--- src/rtl/qrs_pkg.sv ---
// Shared types, widths and helpers for the quadratic root solver.
// No dependencies; every other rtl file refers to this package by scoped names.
`default_nettype none

package qrs_pkg;

    // Number format of coefficients and roots
    localparam int FRAC_BITS = 16;
    localparam int WORD_BITS = 32;
    localparam int TOL_W     = 16;

    localparam int W    = WORD_BITS;
    localparam int F    = FRAC_BITS;
    localparam int PW   = 2 * W;          // product width
    localparam int DW   = 2 * W + 2;      // discriminant width
    localparam int QW   = W + 1;          // square root width, also the sqrt cell count
    localparam int RSW  = W + 2;          // sqrt partial remainder
    localparam int SW   = W + 3;          // signed numerator
    localparam int NMW  = W + 2;          // numerator magnitude
    localparam int NW   = NMW + F;        // dividend width, also the divider cell count
    localparam int DNW  = W + 1;          // divisor width
    localparam int REMW = DNW;            // divider partial remainder

    // Root count codes
    localparam logic [1:0] CNT_NONE = 2'd0;
    localparam logic [1:0] CNT_ONE  = 2'd1;
    localparam logic [1:0] CNT_TWO  = 2'd2;
    localparam logic [1:0] CNT_INF  = 2'd3;

    // Which solution path an item takes
    typedef enum logic [2:0] {
        K_NONE,
        K_INF,
        K_LIN,
        K_ONE,
        K_TWO
    } t_kind;

    typedef struct packed {
        logic signed [W-1:0] coef_quad;
        logic signed [W-1:0] coef_lin;
        logic signed [W-1:0] coef_const;
    } t_req;

    typedef struct packed {
        logic [1:0]          root_count;
        logic signed [W-1:0] root_one;
        logic signed [W-1:0] root_two;
        logic                overflow;
    } t_rsp;

    // Front-end stage contents (filled progressively)
    typedef struct packed {
        logic [W-1:0]  ma;
        logic [W-1:0]  mb;
        logic [W-1:0]  mc;
        logic          an;
        logic          bn;
        logic          cn;
        logic          la;
        logic          lb;
        logic          lc;
        logic [PW-1:0] b2;
        logic [PW-1:0] p;
        logic [DW-1:0] d;
        logic          dneg;
    } t_fe;

    // Side data riding along the square root chain
    typedef struct packed {
        t_kind                kind;
        logic signed [SW-1:0] sb;
        logic [DNW-1:0]       den;
        logic                 dsign;
    } t_ctl;

    typedef struct packed {
        logic [DW-1:0]  d;
        logic [RSW-1:0] r;
        logic [QW-1:0]  q;
        t_ctl           ctl;
    } t_sq;

    typedef struct packed {
        t_kind                kind;
        logic signed [SW-1:0] num1;
        logic signed [SW-1:0] num2;
        logic [DNW-1:0]       den;
        logic                 dsign;
    } t_num;

    // Divider lane: dividend shifts out the top while quotient bits shift in
    typedef struct packed {
        logic [NW-1:0]   x;
        logic [REMW-1:0] rem;
        logic [DNW-1:0]  den;
    } t_div;

    typedef struct packed {
        t_kind kind;
        logic  neg1;
        logic  neg2;
    } t_side;

    typedef struct packed {
        logic signed [W-1:0] val;
        logic                ovf;
    } t_sat;

    localparam logic [NW-1:0] SAT_NEG = {{(NW-W){1'b0}}, 1'b1, {(W-1){1'b0}}};
    localparam logic [NW-1:0] SAT_POS = {{(NW-W+1){1'b0}}, {(W-1){1'b1}}};

    // Clamp a signed quotient magnitude to the word range
    function automatic t_sat sat_word(input logic neg, input logic [NW-1:0] q);
        t_sat res;
        res.ovf = 1'b0;
        if (neg) begin
            if (q > SAT_NEG) begin
                res.val = {1'b1, {(W-1){1'b0}}};
                res.ovf = 1'b1;
            end else begin
                res.val = ~q[W-1:0] + 1'b1;
            end
        end else begin
            if (q > SAT_POS) begin
                res.val = {1'b0, {(W-1){1'b1}}};
                res.ovf = 1'b1;
            end else begin
                res.val = q[W-1:0];
            end
        end
        return res;
    endfunction

endpackage

`default_nettype wire

--- src/rtl/qrs_sqrt_cell.sv ---
// One digit-pair step of the floor square root, registered.
// Depends on qrs_pkg.
`default_nettype none

module qrs_sqrt_cell (
    input  logic         i_clk,
    input  logic         i_rst_n,
    input  logic         i_en,
    input  logic         i_valid,
    input  qrs_pkg::t_sq i_sq,
    output logic         o_valid,
    output qrs_pkg::t_sq o_sq
);

    logic               r_valid;
    qrs_pkg::t_sq       r_sq, n_sq;
    logic [qrs_pkg::RSW+1:0] trial, test, diff;

    // Bring down the next bit pair and try subtracting 4q+1
    assign trial = {i_sq.r, i_sq.d[qrs_pkg::DW-1 -: 2]};
    assign test  = {1'b0, i_sq.q, 2'b01};
    assign diff  = trial - test;

    always_comb begin
        n_sq   = i_sq;
        n_sq.d = {i_sq.d[qrs_pkg::DW-3:0], 2'b00};
        if (trial >= test) begin
            n_sq.r = diff[qrs_pkg::RSW-1:0];
            n_sq.q = {i_sq.q[qrs_pkg::QW-2:0], 1'b1};
        end else begin
            n_sq.r = trial[qrs_pkg::RSW-1:0];
            n_sq.q = {i_sq.q[qrs_pkg::QW-2:0], 1'b0};
        end
    end

    always_ff @(posedge i_clk) begin
        if (!i_rst_n) begin
            r_valid <= 1'b0;
        end else if (i_en) begin
            r_valid <= i_valid;
        end
    end

    always_ff @(posedge i_clk) begin
        if (i_en) begin
            r_sq <= n_sq;
        end
    end

    assign o_valid = r_valid;
    assign o_sq    = r_sq;

endmodule

`default_nettype wire

--- config.mk ---
export PLATFORM = sky130hd
export DESIGN_NAME = qrs_sqrt_cell
export DESIGN_NICKNAME = d
export VERILOG_FILES = /design/src/rtl/qrs_pkg.sv /design/src/rtl/qrs_sqrt_cell.sv
export SDC_FILE = /design/constraint.sdc
export NUM_CORES = 1
export LEC_CHECK = 0
export BUFFER_PORTS_ARGS = -buffer_cell sky130_fd_sc_hd__buf_2
export CAP_MARGIN = 10
export CELL_PAD_IN_SITES_DETAIL_PLACEMENT = 1
export CELL_PAD_IN_SITES_GLOBAL_PLACEMENT = 1
export CORE_AREA = 4 4 159 161
export CTS_CLUSTER_SIZE = 8
export DETAILED_ROUTE_END_ITERATION = 8
export DIE_AREA = 0 0 163 165
export PLACE_DENSITY = 0.85
export SYNTH_ARGS = -nofsm -noshare
export SYNTH_HDL_FRONTEND = slang
export SYNTH_SLANG_ARGS = --single-unit
--- constraint.sdc ---
create_clock -name i_clk -period 7.42 [get_ports i_clk]
set_input_delay 0.742 -clock i_clk [delete_from_list [all_inputs] [get_ports i_clk]]
set_output_delay 0.742 -clock i_clk [all_outputs]
set_load 0.005 [all_outputs]
==> results of run 1 <==
synthesized netlist by cell type (all sizes together) (2+ instances only):
library cell and instances:
a211oi 6, a21o 8, a21oi 40, a311oi 2
a31oi 4, a41oi 2, and3 2, buf 7
clkbuf 8, edfxtp 203, ha 35, inv 46
mux2 3, nand2 47, nand2b 9, nand3 7
nand4 11, nor2 23, nor2b 3, nor3 2
nor4 4, o211ai 6, o21ai 47, o21bai 7
o221ai 2, o22ai 2, or3 2, or4 2
xnor2 12, xor2 14
cell families after synthesis:
group                      synth area share (%)
other                                   0.04432
muxes                                    0.6063
xor gates and xnor gates                  2.692
and+or+nand+nor                           6.492
DFF                                       72.29
adders and majority gates                 5.176
AOI/OAI and AO/OA                         9.805
buffers and inverters                     2.898
stage by stage:
stage	area, um^2	utilization [%]	hold slack [ps]
2_1_floorplan	8464	-	507.3
3_3_place_gp	10880	45.42	493.1
3_5_place_dp	10880	45.42	601.0
4_1_cts	11680	48.73	345.3
5_1_grt	11680	48.74	344.8
6_report	11690	48.77	372.3
how the worst max path moves through the flow:
| stage | from | endpoint |
|---|---|---|
| 4_1_cts | i_sq[81] | o_sq[129]$_DFFE_PP_ |
| 3_5_place_dp | i_sq[81] | o_sq[129]$_DFFE_PP_ |
| 2_1_floorplan | i_sq[83] | o_sq[129]$_DFFE_PP_ |
| 3_3_place_gp | i_sq[73] | o_sq[129]$_DFFE_PP_ |
| 6_report | i_sq[81] | o_sq[129]$_DFFE_PP_ |
| 5_1_grt | i_sq[81] | o_sq[129]$_DFFE_PP_ |
sequential cells by signal, indices dropped and copies added, names as in the netlist:
signal and cells:
o_valid 1, o_sq 203
routing by layer:
metal,vias up,global-route usage (%),wire [um]
li1,3036,-,-
met1,3273,23.51,11040
met2,300,39.45,16160
met3,79,7.437,2883
met4,16,9.493,1425
met5,-,1.894,95
power by group:
group          switching, mW  internal [mW]  total, mW
registers             0.0287           1.40       1.43
clock network          0.476          0.712       1.19
logic                  0.260          0.190      0.450
layout make-up:
cell class              instances  area [um^2]
diodes                          4        10.01
clock buffers                  39        773.2
inverters                      46        172.7
clock inverters                 1        20.02
multi-input cells             318         2103
repair buffers                414         2087
well taps                     324        405.4
fillers                      2625        12280
flip-flops and latches        204         6116
==> results.yml, run 1 <==
status:
  status: "completed"
run:
  maxCapViolations: 0
sta:
  min_period_ps: 3281
  setup_tns_ps: 0
  post-route-period-util_pct: 44.22
  hold_viol: 0
  slew_viol_final: 0
  fin_worst_skew_ps: 0
  worst_slew_pin_slew_ps: 1064
  setup_viol: 0
  layout_setup_ws_ps: 4139
  grt_setup_unrepaired: "false"
  fmax_ghz: 0.3048
  slew_headroom_pct: 29.07
route:
  ant_nets: 0
  wl_mm: 31.61
  drc_errors: 0
  via_per_inst: 4.966
  dr.pass1.iters: 4
  num_vias: 6704
  routedWlPerCell_um: 23.41
  drtIter0Drc: 481
worst_setup_path:
  worst-path-stages: 12
  cp_slowest_cell: "buf_4"
  end_kind: "flop"
  worstPathRequired_ps: 7720
  rr_startpoint: "o_valid$_SDFFE_PN0P_"
  reg2reg_depth: 2
  max_stage_delay_ps: 470
  rrSetupSlack_ps: 6770
  reg2reg_to: "o_valid$_SDFFE_PN0P_"
  crit_chain: "buf_2 -> inv_1 -> ha_1 -> a21oi_1 -> o21ai_1 -> a31oi_1 -> o221ai_2 -> a21o_1 -> a211oi_4 -> buf_4 -> inv_2 -> mux2_4"
  cp.arrival_ps: 3580
  path_delay_family: "compound AO/OA/AOI/OAI gates"
  crit_fanout: 54
  startpoint_type: "input port"
  worstSetupPathType: "in -> reg"
  crit_buf_inv: 4
clocking:
  post_cts_buffers: 0
  clk_path_buf_depth: 3
  cts_buffers: 29
  htreeDepth: 1
  clk_latency_ps: 540
  cts_tree: "built"
  cts_hold_buf: 0
  root_buffer: "clkbuf_16"
  clock_sinks: 204
  clk_pin_slew_ps: 60
  cts_resized: 0
yosys:
  synth.largest_area_cell: "edfxtp_1"
  ys_seq_area_share_pct: 72.29
  syn_inst: 582
  synthDistinctLibCells: 54
  synth-edff-count: 203
  synth.avg_cell_area_um2: 14.54
  yosys_warnings: 0
  netlist_area_mm2: 0.008461
  ys_ff_latch: 204
  synth_area_leaders: "edfxtp_1 (72%), ha_1 (5.2%), o21ai_0 (2.5%)"
  ys.flop_type: "edfxtp_1"
  netlist.area_leader.share_pct: 72.05
  async_reset_ff_share_pct: 0
placement:
  gp_congestion: 0.8844
  placed_cells_incl_taps: 1306
  dp_hpwl_mm: 24.75
  io_buffers: 412
  dp_slack_ps: 3551
hold_path:
  min_from: "i_sq[32]"
  hold-path-endpoint: "o_sq[32]$_DFFE_PP_"
  min_path_cells: 1
  hold_class: "in -> reg"
global_routing:
  grt_pass1_vias: 7064
  grt_usage_pct: 22.00
  antenna_found_initial: 16
  grt_pass1_wl_mm: 43.83
  grt_start_max_net_pins: 121
  overflow: 0
floorplan:
  num_rows: 57
  die_area_mm2: 0.02690
  pin_count: 415
  coreArea_mm2: 0.02396
  start_util_pct: 35.31
  die_w_um: 163
  fp.dieH_um: 165
finish:
  fin_nets: 1257
  fin_cells: 1350
  final_common_cell: "buf_2"
  areaGrowthSynthToFinish_pct: 38.14
  drive_above_1_share_pct: 44.42
  layout_common_cells: "buf_2 (411), edfxtp_1 (203), nand2_1 (47)"
pwr:
  power_leakage_nw: 5.110
  vdd_drop_max_mv: 0.1556
  power.total_mw: 3.064
  power.density_mw_per_mm2: 262.2
(Power assumes the default switching activity.)
==> inputs of run 2 (changes only) <==
--- a/config.mk
+++ b/config.mk
@@ -9,11 +9,11 @@
 export CAP_MARGIN = 10
 export CELL_PAD_IN_SITES_DETAIL_PLACEMENT = 1
 export CELL_PAD_IN_SITES_GLOBAL_PLACEMENT = 1
-export CORE_AREA = 4 4 159 161
+export CORE_MARGIN = 4
+export CORE_UTILIZATION = 36
 export CTS_CLUSTER_SIZE = 8
 export DETAILED_ROUTE_END_ITERATION = 8
-export DIE_AREA = 0 0 163 165
-export PLACE_DENSITY = 0.85
+export PLACE_DENSITY = 0.86
 export SYNTH_ARGS = -nofsm -noshare
 export SYNTH_HDL_FRONTEND = slang
 export SYNTH_SLANG_ARGS = --single-unit
==> constraint.sdc (replaced) <==
create_clock -name i_clk -period 3.35 [get_ports i_clk]
set_input_delay 0.335 -clock i_clk [delete_from_list [all_inputs] [get_ports i_clk]]
set_output_delay 0.335 -clock i_clk [all_outputs]
set_load 0.005 [all_outputs]
==> run 2 against run 1 <==
- clock skew did not move
- combinational power rose to 2.7 times the previous value
- first-iteration DRC count rose by 18%
- via count rose by 15%
- critical path depth did not move
- cell area rose by 14%
- die area fell by 3.3%
- utilization rose by 9.4 points
- power rose by 130%
- largest cell class unchanged
==> results.yml, run 2 (synthesized netlist as in run 1, its figures left out) <==
placement:
  gp_congestion: 0.8503
  dp_hpwl_mm: 25.67
  io_buffers: 412
  placed_cell_area_mm2: 0.01097
  placed_cells_incl_taps: 1304
route:
  routedWlPerCell_um: 25.75
  ant_nets: 0
  drtIter0Drc: 566
  dr.pass1.iters: 4
  wl_mm: 38.70
  drc_errors: 0
  num_vias: 7731
  via_per_inst: 5.144
clocking:
  clk_latency_ps: 500
  root_buffer: "clkbuf_16"
  cts_tree: "built"
  clk_path_buf_depth: 3
  cts_buffers: 29
  clock_sinks: 204
  post_cts_buffers: 0
  clk_pin_slew_ps: 50
  htreeDepth: 1
sta:
  setup_viol: 0
  worst_slew_pin_slew_ps: 692.1
  min_period_ps: 3092
  setup_tns_ps: 0
  grt_setup_unrepaired: "false"
  post-route-period-util_pct: 92.29
  fin_worst_skew_ps: 0
  fmax_ghz: 0.3234
  hold_viol: 0
  slew_viol_final: 0
  slew_headroom_pct: 53.86
worst_setup_path:
  worstSetupPathType: "in -> reg"
  cp.arrival_ps: 3350
  crit_fanout: 11
  max_stage_delay_ps: 520
  startpoint_type: "input port"
  crit_chain: "dlygate4sd3_1 -> buf_2 -> inv_1 -> ha_1 -> nand4_1 -> nor4_1 -> buf_4 -> nand2_1 -> o21ai_0 -> a211oi_4 -> inv_2 -> mux2_2"
  cp_slowest_cell: "dlygate4sd3_1"
  reg2reg_depth: 2
  end_kind: "flop"
  worstPathRequired_ps: 3610
run:
  maxCapViolations: 0
floorplan:
  fp.dieH_um: 161.3
  pin_count: 415
  coreArea_mm2: 0.02285
  start_util_pct: 37.03
  die_area_mm2: 0.02602
  num_rows: 55
  die_w_um: 161.3
finish:
  drive_above_1_share_pct: 38.95
  largest_reg_flops: 203
  fin_cells: 1503
  layout_common_cells: "buf_2 (411), edfxtp_1 (203), dlygate4sd3_1 (153)"
  areaGrowthSynthToFinish_pct: 57.20
  fin_nets: 1419
  fin_area_mm2: 0.01330
  final_common_cell: "buf_2"
pwr:
  power.density_mw_per_mm2: 529.5
  vdd_drop_max_mv: 0.3814
  power_leakage_nw: 5.799
global_routing:
  grt_start_max_net_pins: 81
  grt_pass1_wl_mm: 55.50
  overflow: 0
  grt_pass1_vias: 8328
  grt_usage_pct: 28.55
  antenna_found_initial: 11
hold_path:
  hold_class: "in -> reg"
  min_path_cells: 1
status:
  status: "completed"
==> run 2: through the flow <==
step	setup WS, ps	hold WS (ps)	total power, mW	utilization [%]
floorplan	645.7	433.9	3.609	-
global placement	332.7	499.5	4.173	48.03
detailed placement	294.0	513.7	4.228	48.03
CTS	260.5	1.231	6.989	58.13
global route	70.46	4.045	7.315	58.18
finish	258.1	23.60	7.043	58.21
==> run 2: worst max-delay path, delay by kind of cell <==
kind | cells | cell delay [ps]
AOI/OAI and AO/OA | 2 | 510
adders and majority gates | 1 | 440
and+or+nand+nor | 3 | 600
muxes | 1 | 360
buffers and inverters | 5 | 1090
==> run 2: worst paths after layout <==
check                       start                    to  slack, ps
max reg2reg  o_valid$_SDFFE_PN0P_  o_valid$_SDFFE_PN0P_       2740
min reg2reg  o_valid$_SDFFE_PN0P_  o_valid$_SDFFE_PN0P_        530
max                      i_sq[93]   o_sq[126]$_DFFE_PP_        260
min                      i_sq[45]    o_sq[45]$_DFFE_PP_         20
==> run 2: cell type report <==
| cell class | instances | area, um^2 |
|---|---|---|
| fillers | 2421 | 9547 |
| clock buffers | 42 | 784.5 |
| repair buffers | 576 | 3722 |
| diodes | 4 | 10.01 |
| multi-input cells | 318 | 2103 |
| flip-flops and latches | 204 | 6116 |
| inverters | 46 | 172.7 |
| well taps | 313 | 391.6 |
==> run 2: per-layer routing <==
| layer | wire length [um] | part of all wire, % | GRT usage [%] |
|---|---|---|---|
| met2 | 19050 | 49 | 49.22 |
| met5 | 93 | 0.24 | 0 |
| met3 | 3170 | 8.2 | 8.395 |
| met4 | 2580 | 6.7 | 15.63 |
| met1 | 13810 | 36 | 31.77 |
==> run 2: power by group <==
part / leakage (nW) / switching, mW / total [mW] / internal, mW
clock: 0.379 / 1.06 / 2.64 / 1.58
sequential: 1.99 / 0.0896 / 3.18 / 3.09
combinational: 3.43 / 0.661 / 1.22 / 0.554
total: 5.80 / 1.81 / 7.04 / 5.23
==> run 2: what timing repair did <==
item,in CTS,in global routing
endpoints found under the hold margin,152,1
resized for setup,0,0
hold buffers,152,1
