`config.mk`:
```
export PLATFORM = sky130hd
export DESIGN_NAME = qrs_div_cell
export DESIGN_NICKNAME = d
export VERILOG_FILES = /design/src/rtl/qrs_pkg.sv /design/src/rtl/qrs_div_cell.sv
export SDC_FILE = /design/constraint.sdc
export NUM_CORES = 1
export LEC_CHECK = 0
export BUFFER_PORTS_ARGS = -buffer_cell sky130_fd_sc_hd__buf_2
export CAP_MARGIN = 20
export CORE_MARGIN = 3
export CORE_UTILIZATION = 40
export DETAILED_ROUTE_END_ITERATION = 10
export GPL_ROUTABILITY_DRIVEN = 0
export MAX_ROUTING_LAYER = met4
export PLACE_DENSITY_LB_ADDON = 0.2
export SLEW_MARGIN = 5
export SYNTH_ARGS = -nofsm -noshare
export SYNTH_HDL_FRONTEND = slang
export SYNTH_SLANG_ARGS = --single-unit
export TNS_END_PERCENT = 30
```
`constraint.sdc`:
```
create_clock -name i_clk -period 4.53 [get_ports i_clk]
set_input_delay 0.453 -clock i_clk [delete_from_list [all_inputs] [get_ports i_clk]]
set_output_delay 0.453 -clock i_clk [all_outputs]
set_load 0.005 [all_outputs]
```
`src/rtl/qrs_pkg.sv`:
```
// Shared types, widths and helpers for the quadratic root solver.
// No dependencies; every other rtl file refers to this package by scoped names.
`default_nettype none

package qrs_pkg;

    // Number format of coefficients and roots
    localparam int FRAC_BITS = 16;
    localparam int WORD_BITS = 32;
    localparam int TOL_W     = 16;

    localparam int W    = WORD_BITS;
    localparam int F    = FRAC_BITS;
    localparam int PW   = 2 * W;          // product width
    localparam int DW   = 2 * W + 2;      // discriminant width
    localparam int QW   = W + 1;          // square root width, also the sqrt cell count
    localparam int RSW  = W + 2;          // sqrt partial remainder
    localparam int SW   = W + 3;          // signed numerator
    localparam int NMW  = W + 2;          // numerator magnitude
    localparam int NW   = NMW + F;        // dividend width, also the divider cell count
    localparam int DNW  = W + 1;          // divisor width
    localparam int REMW = DNW;            // divider partial remainder

    // Root count codes
    localparam logic [1:0] CNT_NONE = 2'd0;
    localparam logic [1:0] CNT_ONE  = 2'd1;
    localparam logic [1:0] CNT_TWO  = 2'd2;
    localparam logic [1:0] CNT_INF  = 2'd3;

    // Which solution path an item takes
    typedef enum logic [2:0] {
        K_NONE,
        K_INF,
        K_LIN,
        K_ONE,
        K_TWO
    } t_kind;

    typedef struct packed {
        logic signed [W-1:0] coef_quad;
        logic signed [W-1:0] coef_lin;
        logic signed [W-1:0] coef_const;
    } t_req;

    typedef struct packed {
        logic [1:0]          root_count;
        logic signed [W-1:0] root_one;
        logic signed [W-1:0] root_two;
        logic                overflow;
    } t_rsp;

    // Front-end stage contents (filled progressively)
    typedef struct packed {
        logic [W-1:0]  ma;
        logic [W-1:0]  mb;
        logic [W-1:0]  mc;
        logic          an;
        logic          bn;
        logic          cn;
        logic          la;
        logic          lb;
        logic          lc;
        logic [PW-1:0] b2;
        logic [PW-1:0] p;
        logic [DW-1:0] d;
        logic          dneg;
    } t_fe;

    // Side data riding along the square root chain
    typedef struct packed {
        t_kind                kind;
        logic signed [SW-1:0] sb;
        logic [DNW-1:0]       den;
        logic                 dsign;
    } t_ctl;

    typedef struct packed {
        logic [DW-1:0]  d;
        logic [RSW-1:0] r;
        logic [QW-1:0]  q;
        t_ctl           ctl;
    } t_sq;

    typedef struct packed {
        t_kind                kind;
        logic signed [SW-1:0] num1;
        logic signed [SW-1:0] num2;
        logic [DNW-1:0]       den;
        logic                 dsign;
    } t_num;

    // Divider lane: dividend shifts out the top while quotient bits shift in
    typedef struct packed {
        logic [NW-1:0]   x;
        logic [REMW-1:0] rem;
        logic [DNW-1:0]  den;
    } t_div;

    typedef struct packed {
        t_kind kind;
        logic  neg1;
        logic  neg2;
    } t_side;

    typedef struct packed {
        logic signed [W-1:0] val;
        logic                ovf;
    } t_sat;

    localparam logic [NW-1:0] SAT_NEG = {{(NW-W){1'b0}}, 1'b1, {(W-1){1'b0}}};
    localparam logic [NW-1:0] SAT_POS = {{(NW-W+1){1'b0}}, {(W-1){1'b1}}};

    // Clamp a signed quotient magnitude to the word range
    function automatic t_sat sat_word(input logic neg, input logic [NW-1:0] q);
        t_sat res;
        res.ovf = 1'b0;
        if (neg) begin
            if (q > SAT_NEG) begin
                res.val = {1'b1, {(W-1){1'b0}}};
                res.ovf = 1'b1;
            end else begin
                res.val = ~q[W-1:0] + 1'b1;
            end
        end else begin
            if (q > SAT_POS) begin
                res.val = {1'b0, {(W-1){1'b1}}};
                res.ovf = 1'b1;
            end else begin
                res.val = q[W-1:0];
            end
        end
        return res;
    endfunction

endpackage

`default_nettype wire

```
`src/rtl/qrs_div_cell.sv`:
```
// One restoring-division step: one quotient bit per cell, registered.
// Depends on qrs_pkg.
`default_nettype none

module qrs_div_cell (
    input  logic          i_clk,
    input  logic          i_en,
    input  qrs_pkg::t_div i_dv,
    output qrs_pkg::t_div o_dv
);

    qrs_pkg::t_div             r_dv, n_dv;
    logic [qrs_pkg::REMW:0]    trial, dext, diff;
    logic                      ge;

    // Shift in the next dividend bit and compare with the divisor
    assign trial = {i_dv.rem, i_dv.x[qrs_pkg::NW-1]};
    assign dext  = {1'b0, i_dv.den};
    assign diff  = trial - dext;
    assign ge    = trial >= dext;

    always_comb begin
        n_dv     = i_dv;
        n_dv.rem = ge ? diff[qrs_pkg::REMW-1:0] : trial[qrs_pkg::REMW-1:0];
        n_dv.x   = {i_dv.x[qrs_pkg::NW-2:0], ge};
    end

    always_ff @(posedge i_clk) begin
        if (i_en) begin
            r_dv <= n_dv;
        end
    end

    assign o_dv = r_dv;

endmodule

`default_nettype wire
```
==> summary by stage, run 1 <==
Logic synthesis
The count of state elements after synthesis is 116. Of the synthesized area, sequential elements account for 0.580. The total standard cell area after synthesis is 6010 um2.

The share of the synthesized area in compound gates (AO/OA/AOI/OAI) is 0.167. The simple logic cell fraction of the synthesized area is 0.0862. The mux contribution to synthesized area is 0.00250. The distinct cell type count after synthesis is 60. When the netlist entered floorplanning its net count stood at 634. The area share of xor/xnor cells in the synthesized design is 0.0408.

Of the total synthesized cell area, the portion taken by full adders, half adders and majority gates is 0.0720. The post-synthesis average cell area is 12.5 um2. The total of warnings raised by yosys is 0. By area, the combinational part of the netlist is dominated by compound AO/OA/AOI/OAI gates. The number of cells produced by synthesis is 482. In the synthesized netlist the dominant register cell turns out to be edfxtp_1. Yosys mapped a number of flops with a built-in enable equal to 116.

In the synthesized netlist the async set-or-reset flop fraction comes to 0.

GRT
The initial antenna violation count is 1. The number of global-route vias before repair was 4613. The total global routing track utilization is 0.186. The met3 routing resource usage after global routing is 0.0531. For this run, global-route usage on met1 was measured as 0.221.

The pin count of the biggest net entering global routing is 72. For met2 alone, demand over resource in global routing was 0.304. The first-pass GRT wire length is 23.1 mm. The most utilized layer in the global route result is met2. After global routing the overflow that remains totals 0.

Finish
The area of all placed cells without fillers is 7930 um2. Compared with the post-synthesis result, the final layout area differs by 31.8%. The share of cells above drive strength 1 is 0.428.

Leaving out fill and tap cells, the most frequent cell in the layout is buf_2. The flip-flop count of the largest register, all copies and words added is 116. At the end of the flow, the number of nets in the layout was 873. The number of fill cells in the layout is 1306.

The final core utilization is 0.541. Leaving out fill and tap cells, the most frequent cells in the layout are 232 x buf_2, 116 x edfxtp_1, 44 x inv_1.

Worst hold path
Counting instances, the worst hold path has a depth of 1. The worst hold path begins at i_dv[107]. For hold timing, the worst endpoint is o_dv[108]. The min-delay analysis places its worst path in the category in -> reg.

Drt
The count of nets left with antenna violations once routing finished came out at 0. For this block, the via count after detailed routing is 4655. The detailed-route wire length is 15.1 mm. The length of the first detailed-routing pass in iterations is 4.

Using the TritonRoute via totals, the vias-per-cell ratio works out to 5.07. After the first detailed-routing iteration, the DRC count stood at 234. After detailed routing, the average wire length per cell comes to 16.4 um.

After detailed routing, the number of remaining DRC violations is 0.

Timing
The final hold violation count is 0. Setup repair after global routing left no endpoint under its margin. The time the final worst path needs with I/O delays and setup is 3.03 ns. Setup violations remaining at the end of the flow were counted as 0. The maximum frequency from static timing analysis is 330 MHz. The transition time at the pin with the least slew margin is 0.904 ns. The post-route clock period utilization is 0.668. Headroom to the max-slew limit came out at 0.398.

The number of max-slew violations in the final report is 0. For the final routed database, the setup TNS stands at 0 ns.

Floorplan
The number of top-level design ports is 234. From left edge to right edge, the die measures 129 um. For this configuration, the core starts out at a cell density of 0.410. The floorplan has 44 rows. The die extent in y is 129 um. The floorplan step defined a core boundary enclosing 14600 um2.

The die covers 16500 um2.

Worst setup path
The class of the most critical setup path is in -> reg. The kind of start point of the critical path is a primary input. The maximum net fanout on the critical path is 27. STA puts the critical path data arrival time at 3.18 ns. STA puts the critical path data required time at 4.69 ns. STA classifies the critical path endpoint as a flop.

Clock tree
After clock tree synthesis, the clock-pin slew on the worst setup and hold paths is 0.06 ns. TritonCTS built the clock tree. The cell sitting at the root of the clock tree is a clkbuf_16. After clock tree synthesis, the setup repair step added 0 buffers.

Buffers inserted to repair hold after CTS numbered 0. For this design, the sink count on the clock tree is 116. The number of buffers created by CTS is 17.

The post-cts resize count is 0. The maximum clock insertion buffer count is 2. The H-tree was split into 4 levels.

Pwr
The worst-case IR drop observed on VDD is 0.232 mV. For this design the static power due to leakage is 3.51 nW. The total power density per cell area is 421 nW/um2.

Placed design
The half-perimeter wire length of the detailed placement result is 11.7 mm. The count of port buffers added during placement is 233. The total placed instance area is 7290 um2.

Job
The max-cap check violation count is 0.

Status
The flow ran to the end, and the final reports show no timing, DRC or antenna violations.
## worst max-delay path by stage
stage / from / endpoint / slack [ns]
global placement: i_dv[115] / o_dv[34] / 1.11
detailed placement: i_dv[115] / o_dv[34] / 1.05
CTS: i_dv[115] / o_dv[34] / 1.48
global route: i_dv[115] / o_dv[42] / 1.30
floorplan: i_dv[115] / o_dv[34] / 1.64
finish: i_dv[115] / o_dv[34] / 1.50
## kinds of logic (layout without fill, tap and decap cells)
kind of cell | count (synthesis) | after routing
AOI/OAI and AO/OA | 136 | 136
xor gates and xnor gates | 28 | 28
adders and majority gates | 34 | 34
buffers and inverters | 62 | 313
DFF | 116 | 116
muxes | 1 | 1
other | 0 | 1
and+or+nand+nor | 105 | 105
## worst max-delay path, stage by stage
cell      delay (ns)
buf_2           0.10
inv_1           0.04
ha_1            0.14
inv_1           0.05
fa_1            0.40
a21o_1          0.24
a221oi_2        0.42
o21ai_2         0.13
a21boi_2        0.24
o31ai_2         0.15
a21oi_4         0.15
buf_4           0.32
mux2_4          0.33
## where the power goes
part	internal [mW]	switching, mW	leakage [nW]
registers	1.32	0.0243	1.13
clock network	0.923	0.487	0.304
logic	0.257	0.329	2.07
## synthesized netlist by cell type (5+ instances only)
library cell	instances	area [um2]
ha_1	33	413
edfxtp_1	116	3480
xor2_1	13	114
a21o_1	12	90.1
xnor2_1	15	131
o21ai_1	13	65.1
nand2_2	10	62.6
and3_1	7	43.8
a21oi_1	32	160
nand2_1	42	158
nor2_1	14	52.6
o21ai_2	20	175
nand3_1	6	30.0
inv_1	44	165
o21bai_1	6	45.0
buf_6	5	56.3
nand4_1	5	31.3
o21ai_0	14	70.1
buf_2	6	30.0
## final cells by class
| type | instances | area [um2] | share of cell area |
|---|---|---|---|
| flip-flops and latches | 116 | 3480 | 0.440 |
| multi-input cells | 304 | 2210 | 0.279 |
| well taps | 184 | 230 | 0.0290 |
| clock buffers | 17 | 425 | 0.0537 |
| clock inverters | 14 | 203 | 0.0256 |
| repair buffers | 237 | 1200 | 0.151 |
| inverters | 45 | 169 | 0.0213 |
| diodes | 1 | 2.50 | 0.000316 |
## metal layers
| metal | part of all wire | vias to the layer above |
|---|---|---|
| li1 | - | 2274 |
| met1 | 0.42 | 2172 |
| met2 | 0.49 | 194 |
| met3 | 0.076 | 15 |
| met4 | 0.012 | 0 |
| met5 | 0 | - |
## stage by stage
stage	hold slack (ns)	power, mW	setup WS (ns)	instances
after floorplan	0.552	1.70	1.64	482
after global placement	0.630	1.94	1.11	886
after detailed placement	0.631	1.95	1.05	886
after CTS	0.198	3.38	1.48	917
after global routing	0.193	3.49	1.30	918
final	0.210	3.34	1.50	918
(Power assumes the default switching activity.)
==> run 2: changes to the inputs <==
==> constraint.sdc (replaced) <==
create_clock -name i_clk -period 2.7 [get_ports i_clk]
set_input_delay 0.27 -clock i_clk [delete_from_list [all_inputs] [get_ports i_clk]]
set_output_delay 0.27 -clock i_clk [all_outputs]
set_load 0.005 [all_outputs]
==> summary by stage, run 2 (same netlist as run 1, synthesis figures left out) <==
Clock tree
The count of buffers added by post-CTS timing repair for setup is 0 (unchanged). The number of H-tree branching levels is 4 (unchanged). The clock sink total is 116 (unchanged). The number of buffers created by CTS is 17 (unchanged). The clock tree from TritonCTS is done (unchanged).

The post-cts hold buffer count was 0 (unchanged). The post-cts resize count is 0 (unchanged). The cell at the root of the clock tree was clkbuf_16 (unchanged). The clock transition time at the flip-flop clock pins of the worst setup and hold paths is 0.05 ns (was 0.06 ns). The maximum clock insertion buffer count is 2 (unchanged).

Timing
The transition time at the pin with the least slew margin is 0.561 ns (was 0.904 ns). The number of setup violations in the final report is 0 (unchanged). The time the final worst path needs with I/O delays and setup is 2.48 ns.

For this run, the top clock speed supported by timing is 403 MHz. Unrepaired setup endpoints after global routing: no (unchanged). The worst hold slack is 0.0370 ns (was 0.210 ns). The final hold violation count was 0 (unchanged). Dividing the final minimum period by the clock period gives 0.918. The number of max-slew violations in the final report came to 0 (unchanged). The remaining max-slew budget at the tightest pin is 0.626 (was 0.398).

Pwr
The total power density per cell area is 663 nW/um2 (was 421 nW/um2). The leakage power figure is 3.70 nW (was 3.51 nW). The worst-case vdd ir drop was 0.395 mV (was 0.232 mV). The overall power is 5.47 mW (was 3.34 mW).

Job
The max-cap check violation count is 0 (unchanged).

Finish
The multi-input gate area in the final layout is 2220 um2 (was 2210 um2). The flip-flop count of the largest register, all copies and words added is 116 (unchanged). Most frequent cells in the layout: 232 x buf_2, 116 x edfxtp_1, 44 x inv_1 (unchanged). The relative area change from synthesis to final layout is 37.3% (was 31.8%).

The number of fill cells in the layout is 1273 (was 1306). The area of all placed cells without fillers came to 8250 um2 (was 7930 um2). The most frequent standard cell in the layout excluding fill and tap cells is buf_2 (unchanged). The final core utilization is 0.563 (was 0.541). The net count reported at finish was 915 (was 873). The share of cells above drive strength 1 came to 0.457 (was 0.428).

The footprint of the flip-flops and latches is 3480 um2 (unchanged).

Placed design
The half-perimeter wire length of the detailed placement result was 12.5 mm (was 11.7 mm). The count of port buffers added during placement was 233 (unchanged). The total placed instance area was 7680 um2 (was 7290 um2).

Worst setup path
The most common cell type on the critical path was inv_1 (unchanged). The kind of start point of the critical path was a primary input (unchanged). Critical path, cell by cell: buf_2 -> inv_1 -> ha_1 -> inv_1 -> fa_1 -> a21o_1 -> a221oi_4 -> o21ai_2 -> a21boi_2 -> o31ai_2 -> a21oi_4 -> buf_12 -> mux2_4 (was buf_2 -> inv_1 -> ha_1 -> inv_1 -> fa_1 -> a21o_1 -> a221oi_2 -> o21ai_2 -> a21boi_2 -> o31ai_2 -> a21oi_4 -> buf_4 -> mux2_4). The critical path endpoint category is a flop (unchanged).

The delay of the slowest cell on the worst path came to 0.40 ns (was 0.42 ns). The highest-delay cell along the critical path is fa_1 (was a221oi_2). The maximum net fanout on the critical path came to 4 (was 27).

The critical path data arrival time is 2.64 ns (was 3.18 ns). The cell family with the largest share of critical-path delay is compound AO/OA/AOI/OAI gates (unchanged). The number of buffers and inverters on the critical path came to 4 (unchanged).

The class of the most critical setup path is in -> reg (unchanged). The required time of the critical path is 2.86 ns (was 4.69 ns). The depth of the critical timing path with buffers and inverters included is 13 (unchanged).

Drt
The total via count after detailed routing is 4780 (was 4655). The detailed-route DRC error count is 0 (unchanged). The detailed-route wire length is 15.6 mm (was 15.1 mm). The routed length per placed instance is 16.3 um (was 16.4 um). The residual antenna-violating net count after detailed routing is 0 (unchanged).

The DRC violation total after the first TritonRoute iteration is 219 (was 234). The number of vias per cell after detailed routing is 4.98 (was 5.07). The length of the first detailed-routing pass in iterations is 4 (unchanged).

GRT
The total global routing track utilization is 0.193 (was 0.186). The first-pass GRT wire length is 24.3 mm (was 23.1 mm). The number of global-route vias before repair is 4921 (was 4613). The total global routing overflow is 0 (unchanged). The initial antenna violation count was 1 (unchanged). The pin count of the biggest net entering global routing is 44 (was 72).

Floorplan
The number of top-level design ports is 234 (unchanged). The initial cell density of the core is 0.410 (unchanged). The row count is 44 (unchanged). The die extent in y is 129 um (unchanged). The core footprint came to 14600 um2 (unchanged). The full die area came to 16500 um2 (unchanged).

The chip width came to 129 um (unchanged).

Status
Run status: completed (unchanged).

Worst hold path
The worst min-delay path category was in -> reg (unchanged). The worst hold path depth is 1 (unchanged).
[run 2: cell types whose count changed in the layout (fill, tap and decap cells not counted), sizes merged]
| cell | change |
|---|---|
| clkinvlp | +3 |
| bufinv | -2 |
| buf | +42 |
| inv | -1 |
[run 2: final cells by class]
cell class | instances | share of cell area
tap | 184 | 0.0279
inverter | 45 | 0.0205
clock buffer | 17 | 0.0516
antenna | 1 | 0.000303
multi-input combinational | 304 | 0.270
sequential | 116 | 0.422
clock inverter | 14 | 0.0168
timing repair buffer | 279 | 0.191
[run 2: report_power, final]
part | leakage, nW | internal (mW) | switching, mW
clock network | 0.266 | 1.34 | 0.788
registers | 1.13 | 2.21 | 0.0462
logic | 2.30 | 0.516 | 0.572
total | 3.70 | 4.07 | 1.41
[run 2: final timing paths]
check                     start        end  slack [ns]
worst min-delay path  i_dv[107]  o_dv[108]        0.04
worst max-delay path  i_dv[115]   o_dv[34]        0.22
[run 2: per-layer routing]
metal	track usage	vias to the layer above	share of wire
met3	0.0544	14	0.077
met1	0.230	2219	0.42
met2	0.321	191	0.49
met5	-	-	0
li1	-	2356	-
met4	0.0550	0	0.013
[run 2: per-stage QoR]
step	instances	setup TNS, ns	setup WS (ns)
after floorplan	482	0	0.0351
after global placement	928	-3.71	-0.161
after detailed placement	928	-5.27	-0.211
after CTS	959	0	0.215
after global routing	960	0	0.0143
final	960	0	0.220
==> run 3: changes to the inputs <==
==> constraint.sdc (replaced) <==
create_clock -name i_clk -period 3.2 [get_ports i_clk]
set_input_delay 0.32 -clock i_clk [delete_from_list [all_inputs] [get_ports i_clk]]
set_output_delay 0.32 -clock i_clk [all_outputs]
set_load 0.005 [all_outputs]
==> summary by stage, run 3 (same netlist as run 1, synthesis figures left out) <==
Finish
The most frequent standard cell in the layout excluding fill and tap cells was buf_2 (unchanged). The flip-flop count of the largest register, all copies and words added is 116 (unchanged). The net count reported at finish is 876 (was 915). The final core utilization was 0.544 (was 0.563). The share of cells above drive strength 1 is 0.431 (was 0.457). The area of all placed cells without fillers is 7970 um2 (was 8250 um2). The count of non-filler cells in the finished layout is 921 (was 960). The relative area change from synthesis to final layout is 32.6% (was 37.3%). Most frequent cells in the layout: 232 x buf_2, 116 x edfxtp_1, 44 x inv_1 (unchanged). The number of fill cells in the layout is 1299 (was 1273).

GRT
The number of global-route vias before repair is 4574 (was 4921). The initial antenna violation count is 1 (unchanged). The pin count of the biggest net entering global routing is 49 (was 44). The total global routing track utilization was 0.185 (was 0.193). The total global routing overflow is 0 (unchanged). The first-pass GRT wire length is 23.2 mm (was 24.3 mm).

Job
The max-cap check violation count is 0 (unchanged).

Placed design
The count of port buffers added during placement is 233 (unchanged). The total placed instance area is 7340 um2 (was 7680 um2). The half-perimeter wire length of the detailed placement result is 12.1 mm (was 12.5 mm). The worst setup slack after placement came to 0.143 ns (was -0.211 ns). The number of cells in the design after placement is 889 (was 928).

Worst setup path
The highest-delay cell along the critical path is a221oi_2 (was fa_1). The critical path data arrival time was 2.77 ns (was 2.64 ns). The cell family with the largest share of critical-path delay was compound AO/OA/AOI/OAI gates (unchanged). Critical path, cell by cell: buf_2 -> inv_1 -> ha_1 -> inv_1 -> fa_1 -> a21o_1 -> a221oi_2 -> o21ai_2 -> a21boi_2 -> o31ai_2 -> a21oi_4 -> buf_4 -> o21ai_1 (was buf_2 -> inv_1 -> ha_1 -> inv_1 -> fa_1 -> a21o_1 -> a221oi_4 -> o21ai_2 -> a21boi_2 -> o31ai_2 -> a21oi_4 -> buf_12 -> mux2_4).

The kind of start point of the critical path is a primary input (unchanged). The number of buffers and inverters on the critical path is 4 (unchanged). The critical path endpoint category is a flop (unchanged).

The delay of the slowest cell on the worst path is 0.41 ns (was 0.40 ns). The most common cell type on the critical path is inv_1 (unchanged). The required time of the critical path is 3.36 ns (was 2.86 ns). The maximum net fanout on the critical path came to 12 (was 4). The class of the most critical setup path is in -> reg (unchanged).

Clock tree
The post-cts hold buffer count is 0 (unchanged). The number of H-tree branching levels was 4 (unchanged). The number of buffers created by CTS is 17 (unchanged). The count of buffers added by post-CTS timing repair for setup is 0 (unchanged).

The cell at the root of the clock tree was clkbuf_16 (unchanged). The maximum clock insertion buffer count is 2 (unchanged). The clock sink total is 116 (unchanged). The clock tree from TritonCTS is done (unchanged). The clock transition time at the flip-flop clock pins of the worst setup and hold paths was 0.06 ns (was 0.05 ns).

The post-cts resize count is 0 (unchanged).

Floorplan
The row count was 44 (unchanged). The chip width is 129 um (unchanged). The number of top-level design ports is 234 (unchanged).

The full die area is 16500 um2 (unchanged). The die extent in y was 129 um (unchanged). The core footprint is 14600 um2 (unchanged).

The initial cell density of the core is 0.410 (unchanged).

Timing
Unrepaired setup endpoints after global routing: no (unchanged). The final worst-path setup slack is 0.591 ns (was 0.220 ns). The final sum of negative setup slack is 0 ns (unchanged).

The number of max-slew violations in the final report was 0 (unchanged). The time the final worst path needs with I/O delays and setup is 2.61 ns. The number of setup violations in the final report is 0 (unchanged). The post-route clock period utilization is 0.815. Static timing analysis puts the maximum clock frequency at 383 MHz. The remaining max-slew budget at the tightest pin is 0.619 (was 0.626). The transition time at the pin with the least slew margin is 0.565 ns (was 0.561 ns). The final hold violation count is 0 (unchanged).

Pwr
The leakage power figure came to 3.52 nW (was 3.70 nW). The total power density per cell area is 595 nW/um2 (was 663 nW/um2). The worst-case vdd ir drop is 0.318 mV (was 0.395 mV).

Drt
The length of the first detailed-routing pass in iterations came to 4 (unchanged). The residual antenna-violating net count after detailed routing is 0 (unchanged). The number of vias per cell after detailed routing is 4.99 (was 4.98).

The detailed-route DRC error count is 0 (unchanged). The detailed-route wire length is 15.2 mm (was 15.6 mm). The DRC violation total after the first TritonRoute iteration is 234 (was 219). The routed length per placed instance is 16.5 um (was 16.3 um).

The total via count after detailed routing is 4597 (was 4780).

Worst hold path
The worst min-delay path category is in -> reg (unchanged).

Status
Run status: completed (unchanged).
==> run 3: cell count changes in the layout (fill, tap and decap cells not counted), moves of 2 or more <==
cell       before  now
clkinv_1        2    0
bufinv_16       2    4
inv_6           1    3
buf_4          42    6
clkinv_2        3    0
buf_12          5    2
==> run 3: layer usage <==
metal,part of all wire,GRT usage,routed length (um),vias up
met3,0.076,0.0594,1160,8
met1,0.43,0.224,6510,2144
met4,0.0055,0.0445,84,0
met5,0,-,0,-
met2,0.49,0.305,7470,168
li1,-,-,-,2277
==> run 3: worst paths after layout <==
kind / start / end / cells after the start
max: i_dv[115] / o_dv[36] / 13
min: i_dv[100] / o_dv[101] / 1
==> run 3: layout make-up <==
cell class                      instances  area [um2]  share of cell area
Sequential cell                       116        3480               0.437
Multi-Input combinational cell        304        2210               0.278
Timing Repair Buffer                  240        1250               0.156
Clock buffer                           17         425              0.0534
Tap cell                              184         230              0.0289
Clock inverter                         14         203              0.0254
Inverter                               45         169              0.0212
Antenna cell                            1        2.50            0.000314
==> run 3: where the power goes <==
part / total (mW) / internal, mW / switching [mW]
registers: 1.90 / 1.86 / 0.0391
logic: 0.835 / 0.373 / 0.462
clock network: 2.00 / 1.31 / 0.698
total: 4.74 / 3.54 / 1.20
==> run 3: stage by stage <==
step                      hold slack [ns]  power, mW
final                              0.0810       4.74
after global routing               0.0603       4.96
after CTS                          0.0617       4.80
after detailed placement            0.498       2.77
after global placement              0.497       2.76
after floorplan                     0.419       2.41
